[config.mk]
export PLATFORM = sky130hd
export DESIGN_NAME = shortest_job_first_queue
export DESIGN_NICKNAME = d
export VERILOG_FILES = /design/src/rtl/sjfq_pkg.sv /design/src/rtl/sjfq_ram.sv /design/src/rtl/sjfq_ctrl.sv /design/src/rtl/sjfq_dp.sv /design/src/rtl/shortest_job_first_queue.sv
export SDC_FILE = /design/constraint.sdc
export NUM_CORES = 1
export LEC_CHECK = 0
export CORE_MARGIN = 2
export CORE_UTILIZATION = 29
export CTS_CLUSTER_DIAMETER = 150
export DETAILED_ROUTE_END_ITERATION = 8
export DONT_BUFFER_PORTS = 1
export SETUP_SLACK_MARGIN = 0.1
export SYNTH_ARGS = -nofsm -noshare
export SYNTH_HDL_FRONTEND = slang
export SYNTH_SLANG_ARGS = --single-unit
[constraint.sdc]
create_clock -name clk -period 18.7 [get_ports clk]
set_input_delay 3.74 -clock clk [delete_from_list [all_inputs] [get_ports clk]]
set_output_delay 3.74 -clock clk [all_outputs]
set_load 0.03 [all_outputs]
[src/rtl/sjfq_pkg.sv]
// shared types and constants for the shortest-job-first queue
// no dependencies; imported by sjfq_ctrl, sjfq_dp and the top level
package sjfq_pkg;

    localparam int QUEUE_DEPTH_DEF = 16;
    localparam int TIME_WIDTH_DEF  = 32;

    typedef enum logic [2:0] {
        EV_NONE      = 3'd0,
        EV_START     = 3'd1,
        EV_QUEUED    = 3'd2,
        EV_DROPPED   = 3'd3,
        EV_DONE_NEXT = 3'd4,
        EV_DONE_IDLE = 3'd5
    } evt_code_t;

    typedef enum logic [2:0] {
        ST_IDLE,
        ST_EXEC,
        ST_SCAN,
        ST_SCAN_END,
        ST_SHIFT_SET,
        ST_SHIFT,
        ST_FINISH
    } state_t;

    typedef struct packed {
        logic take;
        logic commit_simple;
        logic scan_init;
        logic scan_rd;
        logic shift_init;
        logic shift_rd;
        logic finish;
    } cmd_t;

    typedef struct packed {
        logic need_scan;
        logic rd_last;
        logic shift_more;
    } status_t;

endpackage

[src/rtl/sjfq_ram.sv]
// generic single-write, single-read memory with registered read data
// depends on nothing
module sjfq_ram #(
    parameter int WIDTH = 64,
    parameter int DEPTH = 16
) (
    input  logic                     clk,
    input  logic                     wr_en,
    input  logic [$clog2(DEPTH)-1:0] wr_addr,
    input  logic [WIDTH-1:0]         wr_data,
    input  logic [$clog2(DEPTH)-1:0] rd_addr,
    output logic [WIDTH-1:0]         rd_data
);

    logic [WIDTH-1:0] mem [DEPTH];
    logic [WIDTH-1:0] rd_data_reg;

    always_ff @(posedge clk)
    begin
        if (wr_en)
        begin
            mem[wr_addr] <= wr_data;
        end
        rd_data_reg <= mem[rd_addr];
    end

    assign rd_data = rd_data_reg;

endmodule

[src/rtl/sjfq_ctrl.sv]
// controller state machine: sequences execute, minimum scan, queue shift and commit
// depends on sjfq_pkg
module sjfq_ctrl (
    input  logic             clk,
    input  logic             rst_n,
    input  logic             item_valid,
    output logic             item_ready,
    output logic             result_valid,
    input  logic             result_ready,
    input  sjfq_pkg::status_t status,
    output sjfq_pkg::cmd_t    cmd
);

    import sjfq_pkg::*;

    state_t state_reg;
    state_t state_next;
    logic   out_valid_reg;
    logic   out_valid_next;
    logic   out_free;

    assign out_free = !out_valid_reg || result_ready;

    always_ff @(posedge clk or negedge rst_n)
    begin
        if (!rst_n)
        begin
            state_reg     <= ST_IDLE;
            out_valid_reg <= 1'b0;
        end
        else
        begin
            state_reg     <= state_next;
            out_valid_reg <= out_valid_next;
        end
    end

    always_comb
    begin
        state_next = state_reg;
        cmd        = '0;
        case (state_reg)
            ST_IDLE:
            begin
                if (item_valid)
                begin
                    cmd.take   = 1'b1;
                    state_next = ST_EXEC;
                end
            end
            ST_EXEC:
            begin
                if (status.need_scan)
                begin
                    cmd.scan_init = 1'b1;
                    state_next    = ST_SCAN;
                end
                else if (out_free)
                begin
                    cmd.commit_simple = 1'b1;
                    state_next        = ST_IDLE;
                end
            end
            ST_SCAN:
            begin
                cmd.scan_rd = 1'b1;
                if (status.rd_last)
                begin
                    state_next = ST_SCAN_END;
                end
            end
            ST_SCAN_END:
            begin
                state_next = ST_SHIFT_SET;
            end
            ST_SHIFT_SET:
            begin
                cmd.shift_init = 1'b1;
                state_next     = ST_SHIFT;
            end
            ST_SHIFT:
            begin
                if (status.shift_more)
                begin
                    cmd.shift_rd = 1'b1;
                end
                else
                begin
                    state_next = ST_FINISH;
                end
            end
            ST_FINISH:
            begin
                if (out_free)
                begin
                    cmd.finish = 1'b1;
                    state_next = ST_IDLE;
                end
            end
            default:
            begin
                state_next = ST_IDLE;
            end
        endcase
    end

    always_comb
    begin
        if (cmd.commit_simple || cmd.finish)
        begin
            out_valid_next = 1'b1;
        end
        else if (result_ready)
        begin
            out_valid_next = 1'b0;
        end
        else
        begin
            out_valid_next = out_valid_reg;
        end
    end

    assign item_ready   = (state_reg == ST_IDLE);
    assign result_valid = out_valid_reg;

endmodule

[src/rtl/sjfq_dp.sv]
// datapath: server state, time counter, waiting-job memory, minimum search and result register
// depends on sjfq_pkg and sjfq_ram
module sjfq_dp #(
    parameter int QUEUE_DEPTH = sjfq_pkg::QUEUE_DEPTH_DEF,
    parameter int TIME_WIDTH  = sjfq_pkg::TIME_WIDTH_DEF
) (
    input  logic              clk,
    input  logic              rst_n,
    input  sjfq_pkg::cmd_t    cmd,
    output sjfq_pkg::status_t status,
    input  logic              kind,
    input  logic [15:0]       job_tag,
    input  logic [15:0]       job_length,
    output logic [2:0]        event_res,
    output logic [15:0]       done_tag,
    output logic [31:0]       response_time,
    output logic [15:0]       started_tag,
    output logic [31:0]       queueing_time,
    output logic [4:0]        queue_length,
    output logic              busy_res
);

    import sjfq_pkg::*;

    localparam int AW = $clog2(QUEUE_DEPTH);
    localparam int CW = $clog2(QUEUE_DEPTH + 1);
    localparam int TW = TIME_WIDTH;
    localparam int MW = 32 + TW;

    // request held for execution
    logic          kind_reg;
    logic [15:0]   tag_reg;
    logic [15:0]   svc_reg;

    // server and queue state
    logic [TW-1:0] time_reg,   time_next;
    logic          busy_reg,   busy_next;
    logic [15:0]   remain_reg, remain_next;
    logic [15:0]   act_tag_reg, act_tag_next;
    logic [TW-1:0] act_arr_reg, act_arr_next;
    logic [CW-1:0] count_reg,  count_next;

    // scan and shift
    logic [CW-1:0] ptr_reg,    ptr_next;
    logic [AW-1:0] rd_idx_reg;
    logic          scan_cmp_reg;
    logic          shift_wr_reg;
    logic [AW-1:0] best_idx_reg;
    logic [15:0]   best_tag_reg;
    logic [15:0]   best_svc_reg;
    logic [TW-1:0] best_arr_reg;

    // result register
    evt_code_t     ev_reg,    ev_next;
    logic [15:0]   dtag_reg,  dtag_next;
    logic [31:0]   resp_reg,  resp_next;
    logic [15:0]   stag_reg,  stag_next;
    logic [31:0]   qtime_reg, qtime_next;
    logic [4:0]    qlen_reg;
    logic          busyo_reg;

    // memory ports
    logic          wr_en;
    logic [AW-1:0] wr_addr;
    logic [MW-1:0] wr_data;
    logic [MW-1:0] rd_data;
    logic [15:0]   rd_tag;
    logic [15:0]   rd_svc;
    logic [TW-1:0] rd_arr;
    logic          queue_wr;

    logic [TW-1:0]    time_inc;
    logic [TW+31:0]   resp_ext;
    logic [TW+31:0]   qtime_ext;
    logic [CW+4:0]    count_ext;
    logic             completing;

    sjfq_ram #(
        .WIDTH (MW),
        .DEPTH (QUEUE_DEPTH)
    ) u_slots (
        .clk     (clk),
        .wr_en   (wr_en),
        .wr_addr (wr_addr),
        .wr_data (wr_data),
        .rd_addr (ptr_reg[AW-1:0]),
        .rd_data (rd_data)
    );

    assign rd_tag = rd_data[MW-1 -: 16];
    assign rd_svc = rd_data[TW+15 -: 16];
    assign rd_arr = rd_data[TW-1:0];

    assign time_inc   = time_reg + TW'(1);
    assign completing = busy_reg && (remain_reg[15:1] == 15'd0);

    assign status.need_scan  = kind_reg && completing && (count_reg != '0);
    assign status.rd_last    = (ptr_reg == count_reg - CW'(1));
    assign status.shift_more = (ptr_reg < count_reg);

    assign queue_wr = cmd.commit_simple && !kind_reg && busy_reg
                      && (count_reg < CW'(QUEUE_DEPTH));

    always_comb
    begin
        if (shift_wr_reg)
        begin
            wr_en   = 1'b1;
            wr_addr = rd_idx_reg - AW'(1);
            wr_data = rd_data;
        end
        else
        begin
            wr_en   = queue_wr;
            wr_addr = count_reg[AW-1:0];
            wr_data = {tag_reg, svc_reg, time_reg};
        end
    end

    always_comb
    begin
        time_next    = time_reg;
        busy_next    = busy_reg;
        remain_next  = remain_reg;
        act_tag_next = act_tag_reg;
        act_arr_next = act_arr_reg;
        count_next   = count_reg;
        ev_next      = EV_NONE;
        dtag_next    = 16'd0;
        resp_next    = 32'd0;
        stag_next    = 16'd0;
        qtime_next   = 32'd0;
        resp_ext     = {{32{1'b0}}, time_inc - act_arr_reg};
        qtime_ext    = {{32{1'b0}}, time_inc - best_arr_reg};
        if (cmd.commit_simple)
        begin
            if (!kind_reg)
            begin
                if (!busy_reg)
                begin
                    busy_next    = 1'b1;
                    act_tag_next = tag_reg;
                    act_arr_next = time_reg;
                    remain_next  = svc_reg;
                    ev_next      = EV_START;
                    stag_next    = tag_reg;
                end
                else if (count_reg < CW'(QUEUE_DEPTH))
                begin
                    count_next = count_reg + CW'(1);
                    ev_next    = EV_QUEUED;
                end
                else
                begin
                    ev_next = EV_DROPPED;
                end
            end
            else
            begin
                time_next = time_inc;
                if (completing)
                begin
                    busy_next   = 1'b0;
                    remain_next = 16'd0;
                    ev_next     = EV_DONE_IDLE;
                    dtag_next   = act_tag_reg;
                    resp_next   = resp_ext[31:0];
                end
                else if (busy_reg)
                begin
                    remain_next = remain_reg - 16'd1;
                end
            end
        end
        else if (cmd.finish)
        begin
            time_next    = time_inc;
            act_tag_next = best_tag_reg;
            act_arr_next = best_arr_reg;
            remain_next  = best_svc_reg;
            count_next   = count_reg - CW'(1);
            ev_next      = EV_DONE_NEXT;
            dtag_next    = act_tag_reg;
            resp_next    = resp_ext[31:0];
            stag_next    = best_tag_reg;
            qtime_next   = qtime_ext[31:0];
        end
        count_ext = {5'd0, count_next};
    end

    always_comb
    begin
        ptr_next = ptr_reg;
        if (cmd.scan_init)
        begin
            ptr_next = '0;
        end
        else if (cmd.shift_init)
        begin
            ptr_next = CW'(best_idx_reg) + CW'(1);
        end
        else if (cmd.scan_rd || cmd.shift_rd)
        begin
            ptr_next = ptr_reg + CW'(1);
        end
    end

    always_ff @(posedge clk or negedge rst_n)
    begin
        if (!rst_n)
        begin
            time_reg     <= '0;
            busy_reg     <= 1'b0;
            remain_reg   <= 16'd0;
            act_tag_reg  <= 16'd0;
            act_arr_reg  <= '0;
            count_reg    <= '0;
            ptr_reg      <= '0;
            scan_cmp_reg <= 1'b0;
            shift_wr_reg <= 1'b0;
        end
        else
        begin
            time_reg     <= time_next;
            busy_reg     <= busy_next;
            remain_reg   <= remain_next;
            act_tag_reg  <= act_tag_next;
            act_arr_reg  <= act_arr_next;
            count_reg    <= count_next;
            ptr_reg      <= ptr_next;
            scan_cmp_reg <= cmd.scan_rd;
            shift_wr_reg <= cmd.shift_rd;
        end
    end

    always_ff @(posedge clk)
    begin
        rd_idx_reg <= ptr_reg[AW-1:0];
        if (cmd.take)
        begin
            kind_reg <= kind;
            tag_reg  <= job_tag;
            svc_reg  <= job_length;
        end
        // first entry seeds the minimum, strict compare keeps earliest on ties
        if (scan_cmp_reg && ((rd_idx_reg == '0) || (rd_svc < best_svc_reg)))
        begin
            best_idx_reg <= rd_idx_reg;
            best_tag_reg <= rd_tag;
            best_svc_reg <= rd_svc;
            best_arr_reg <= rd_arr;
        end
        if (cmd.commit_simple || cmd.finish)
        begin
            ev_reg    <= ev_next;
            dtag_reg  <= dtag_next;
            resp_reg  <= resp_next;
            stag_reg  <= stag_next;
            qtime_reg <= qtime_next;
            qlen_reg  <= count_ext[4:0];
            busyo_reg <= busy_next;
        end
    end

    assign event_res     = ev_reg;
    assign done_tag      = dtag_reg;
    assign response_time = resp_reg;
    assign started_tag   = stag_reg;
    assign queueing_time = qtime_reg;
    assign queue_length  = qlen_reg;
    assign busy_res      = busyo_reg;

endmodule

[src/rtl/shortest_job_first_queue.sv]
// top level of the shortest-job-first single-server scheduler
// depends on sjfq_pkg, sjfq_ctrl, sjfq_dp (which holds sjfq_ram)
//
// Each request is either a job arrival (kind 0) or one time tick (kind 1) and
// yields exactly one result. An arrival or a tick that finishes no job with a
// waiting successor loads the result register from ST_EXEC once the output
// register is free. A tick that finishes a job while jobs wait goes through
// ST_EXEC, ST_SCAN, ST_SCAN_END, ST_SHIFT_SET, ST_SHIFT and ST_FINISH, where
// it loads the result: the waiting jobs sit in a memory with one read port
// that is scanned one entry a cycle for the minimum service time and then
// shifted down by one place, entry by entry, behind the chosen job. One request is worked
// on at a time; a new request is taken while a finished result still waits in
// the output register, and its last step waits until that result is taken.
// Times are TIME_WIDTH-bit wrapping counters and reported times are their low
// 32 bits. queue_length shows the low 5 bits of the count.
module shortest_job_first_queue #(
    parameter int QUEUE_DEPTH = sjfq_pkg::QUEUE_DEPTH_DEF,
    parameter int TIME_WIDTH  = sjfq_pkg::TIME_WIDTH_DEF
) (
    input  logic        clk,
    input  logic        rst_n,
    input  logic        item_valid,
    output logic        item_ready,
    input  logic        kind,
    input  logic [15:0] job_tag,
    input  logic [15:0] job_length,
    output logic        result_valid,
    input  logic        result_ready,
    output logic [2:0]  event_res,
    output logic [15:0] done_tag,
    output logic [31:0] response_time,
    output logic [15:0] started_tag,
    output logic [31:0] queueing_time,
    output logic [4:0]  queue_length,
    output logic        busy_res
);

    import sjfq_pkg::*;

    cmd_t    cmd;
    status_t status;

    sjfq_ctrl u_ctrl (
        .clk          (clk),
        .rst_n        (rst_n),
        .item_valid   (item_valid),
        .item_ready   (item_ready),
        .result_valid (result_valid),
        .result_ready (result_ready),
        .status       (status),
        .cmd          (cmd)
    );

    sjfq_dp #(
        .QUEUE_DEPTH (QUEUE_DEPTH),
        .TIME_WIDTH  (TIME_WIDTH)
    ) u_dp (
        .clk           (clk),
        .rst_n         (rst_n),
        .cmd           (cmd),
        .status        (status),
        .kind          (kind),
        .job_tag       (job_tag),
        .job_length    (job_length),
        .event_res     (event_res),
        .done_tag      (done_tag),
        .response_time (response_time),
        .started_tag   (started_tag),
        .queueing_time (queueing_time),
        .queue_length  (queue_length),
        .busy_res      (busy_res)
    );

    a_cmd_excl: assert property (@(posedge clk) disable iff (!rst_n)
        $onehot0({cmd.take, cmd.commit_simple, cmd.scan_init, cmd.finish}))
        else $error("controller issued conflicting commands");

    a_take_busy: assert property (@(posedge clk) disable iff (!rst_n)
        cmd.take |=> !item_ready)
        else $error("request port reopened while a request is in work");

    a_result_src: assert property (@(posedge clk) disable iff (!rst_n)
        $rose(result_valid) |-> $past(cmd.commit_simple || cmd.finish))
        else $error("result appeared without a commit");

    a_done_next_busy: assert property (@(posedge clk) disable iff (!rst_n)
        (result_valid && (event_res == EV_DONE_NEXT || event_res == EV_START)) |-> busy_res)
        else $error("server idle after starting a job");

    a_done_idle_empty: assert property (@(posedge clk) disable iff (!rst_n)
        (result_valid && event_res == EV_DONE_IDLE) |-> (!busy_res && queue_length == 5'd0))
        else $error("server went idle with jobs waiting");

endmodule
==> flow_summary.yaml <==
status:
  status: "finished clean"
timing:
  fin_tns_setup_ns: 0
  worstMarginPinSlew_ns: 1.15
  period_minus_slack_ns: 6.94
  fin_skew_ns: 0.0216
  fmax_mhz: 144
  setup_viol: 0
  finalCritPeriodShare: 0.371
  hold_viol: 0
  slew-limit-headroom: 0.236
  rsz0062_at_grt: "no"
  final_max_slew_viol_count: 0
  timing.final.ws_setup_ns: 11.76
drt:
  drt-initial-drc-count: 2802
  num_vias: 28808
  ant_nets: 0
  drt-total-wl_um: 140000
  dr.pass1.iters: 6
  vias_per_cell: 4.82
  drcViolationCount: 0
  wl_per_cell_um: 23.4
logic_synthesis:
  synth_area_per_cell_um2: 18.0
  syn_inst: 3189
  ys_types: 87
  yosysTopAreaCellShare: 0.643
  synth_top_area_cell: "edfxtp_1"
  ys_ff_latch: 1411
  syn-num-nets: 3317
  synth_area_um2: 57400
  synth_edf_count: 1230
  yosysWarnings: 0
  synth_top_flop_cell: "edfxtp_1"
  yosysSeqAreaShare: 0.716
  synthTopCellsByArea: "edfxtp_1 (64%), mux4_2 (13%), dfrtp_1 (4.9%)"
  async_flop_share: 0.0801
cts:
  htreeDepth: 4
  clock_sinks: 1411
  root_buffer: "clkbuf_16"
  cts_tree: "done"
  cts_hold_buf: 0
  insertion_delay_ns: 0.77
  postCtsSetupBuffers: 0
  cts_buffers: 144
  clk_pin_slew_ns: 0.06
  clk_path_buf_depth: 3
  cts-resized-gates: 0
power_and_ir_drop:
  p_sw_frac: 0.317
  pwr-share-clk: 0.288
  p_seq_frac: 0.459
  p_per_area_nw_per_um2: 154
  p_switching_mw: 3.18
  internal-power_mw: 6.87
  pwr-share-comb: 0.253
  p_leak_nw: 21.9
  peakVddDrop_uv: 114
floorplan:
  die_area_um2: 202000
  io_pins: 144
  core_um2: 197000
  die-height_um: 449
  rows: 163
  dieWidth_um: 449
  initial_core_util: 0.292
worst_setup_path:
  r2r_cells: 18
  reg2reg_slack_ns: 13.14
  startpoint_type: "input port"
  path_cells: "nand2b_1 > nand2b_1 > nor2_1 > and2_1 > nand2_1 > o32a_1 > nor2_4 > buf_4"
  endpoint: "u_dp.u_slots.mem[11][23]"
  crit_type: "in -> reg"
  r2r_start: "u_dp.time_reg[0]"
  required_ns: 19.09
  timing.rr.end: "u_dp.queueing_time[31]"
  cp_max_fo: 48
  slowest_delay_ns: 0.84
  critPathLaunch: "result_ready"
  endpoint_kind: "flip-flop"
  slowest_stage: "buf_4"
  worst_path_most_repeated_cell: "nand2b_1"
  cp.arrival_ns: 7.33
layout:
  nNetsFinal: 3345
  layout-drive-gt1-share: 0.208
  area_growth_pct: 13.8
  final_area_um2: 65400
  largest_register_ffs: 1024
  num-fill-cells: 18676
  post-route-util: 0.332
place:
  place_ws_ns: 10.99
  portBuffers: 0
  dp_hpwl_um: 85700
  dpl_cell_area_um2: 60600
  gp_congestion: 0.808
global_route:
  track_usage: 0.137
  grt_max_degree: 114
  grt_pass1_wl_um: 204000
  first_global_vias: 29456
  grt_remaining_overflow: 0
  antenna_found_initial: 5
job:
  cap_violations: 0
worst_hold_path:
  hold_class: "reg -> reg"
-- metal layers --
layer / wire [um] / global-route usage / vias to the layer above
li1: - / - / 12667
met1: 56700 / 0.169 / 15107
met3: 6940 / 0.0251 / 211
met5: 37 / 0 / -
met2: 70400 / 0.233 / 817
met4: 5640 / 0.0599 / 6
-- cell type report --
| type | instances | area, um^2 | area share |
|---|---|---|---|
| sequential | 1411 | 41100 | 0.629 |
| multi-input combinational | 1502 | 15400 | 0.236 |
| clock buffer | 191 | 3980 | 0.0608 |
| tap | 2640 | 3300 | 0.0505 |
| clock inverter | 73 | 774 | 0.0118 |
| inverter | 114 | 428 | 0.00655 |
| timing repair buffer | 44 | 343 | 0.00524 |
| antenna | 2 | 5.00 | 0.0000766 |
-- power by group through the flow --
stage                     sequential [mW]  clock, mW  combinational (mW)
after floorplan                      4.46          0                1.90
after global placement               4.68          0                2.57
after detailed placement             4.69          0                2.60
after CTS                            4.63       2.97                2.61
after global routing                 4.66       3.09                2.77
final                                4.61       2.89                2.55
-- kinds of logic (layout without fill, tap and decap cells) --
group                    after synthesis  after routing  synth area share
AO/OA/AOI/OAI                        376            376            0.0431
XOR/XNOR                             118            118            0.0192
adder cells (fa/ha/maj)               91             91            0.0201
buffers and inverters                276            422            0.0189
flip-flops                          1411           1411             0.716
multiplexers                         390            390             0.139
other                                  0              2                 0
AND/OR/NAND/NOR                      527            527            0.0437
-- how the worst min path moves through the flow --
stage	endpoint	slack [ns]	cells after the start	start
after floorplan	u_dp.rd_idx_reg[0]	0.35	0	u_dp.ptr_reg[0]
after global placement	u_dp.best_tag_reg[7]	0.40	0	u_dp.u_slots.rd_data[55]
after detailed placement	u_dp.best_tag_reg[2]	0.41	0	u_dp.u_slots.rd_data[50]
after CTS	u_dp.best_tag_reg[2]	0.42	0	u_dp.u_slots.rd_data[50]
after global routing	u_dp.best_tag_reg[10]	0.43	0	u_dp.u_slots.rd_data[58]
final	u_dp.best_tag_reg[9]	0.42	0	u_dp.u_slots.rd_data[57]
-- Yosys cell counts, types with 60 or more instances --
library cell and instances:
xnor2_1 63, mux2_2 60, nor2_1 156, mux4_2 320
clkbuf_1 110, inv_1 113, nand2_1 150, dfrtp_1 113
dfxtp_1 68, edfxtp_1 1230, a21oi_1 78, o21ai_0 82
ha_1 89
-- worst max-delay path: cells and delay by family --
kind	cells	cell delay [ns]
compound gates	1	0.46
buf+inv	1	0.84
simple gates	6	2.20
-- layout by cell type, fill, tap and decap left out, types with 8 or more instances in the layout --
cell type  Yosys  layout
clkinv_2       0      17
o211ai_1      10      10
xnor2_2        9       9
mux2_2        60      60
xnor2_1       63      63
and2_1        28      27
nand2_1      150     149
a21oi_1       78      77
mux2i_1       10      10
nor2b_1       12      12
a211oi_1      10      10
ha_1          89      89
xor2_1        46      46
nor2_4         0      18
dfrtp_1      113     108
or3_1          8       8
and3_1        30      29
nor2_1       156     138
o21ai_0       82      82
dfxtp_1       68      68
nand2b_1      24      24
nand4_1       13      13
a22o_1        16      16
a31oi_1       49      49
clkinv_1       1      25
nand2_2        9       9
nand3_1       33      32
o21bai_1      13      13
inv_1        113     113
a21o_1        49      49
edfxtp_1    1230    1230
clkbuf_16      0     149
clkbuf_1     110      33
o21a_1         9       9
buf_4          0      43
nor3_1        31      31
clkbuf_8       0       9
mux4_2       320     320
bufinv_16      0      13
-- per-stage QoR --
step	cells	hold slack, ns	total power [mW]
after floorplan	3189	0.345	6.36
after global placement	5711	0.405	7.26
after detailed placement	5711	0.409	7.29
after CTS	5975	0.425	10.2
after global routing	5976	0.432	10.5
final	5977	0.424	10.1
No activity file was read; power rests on OpenSTA's default activity.
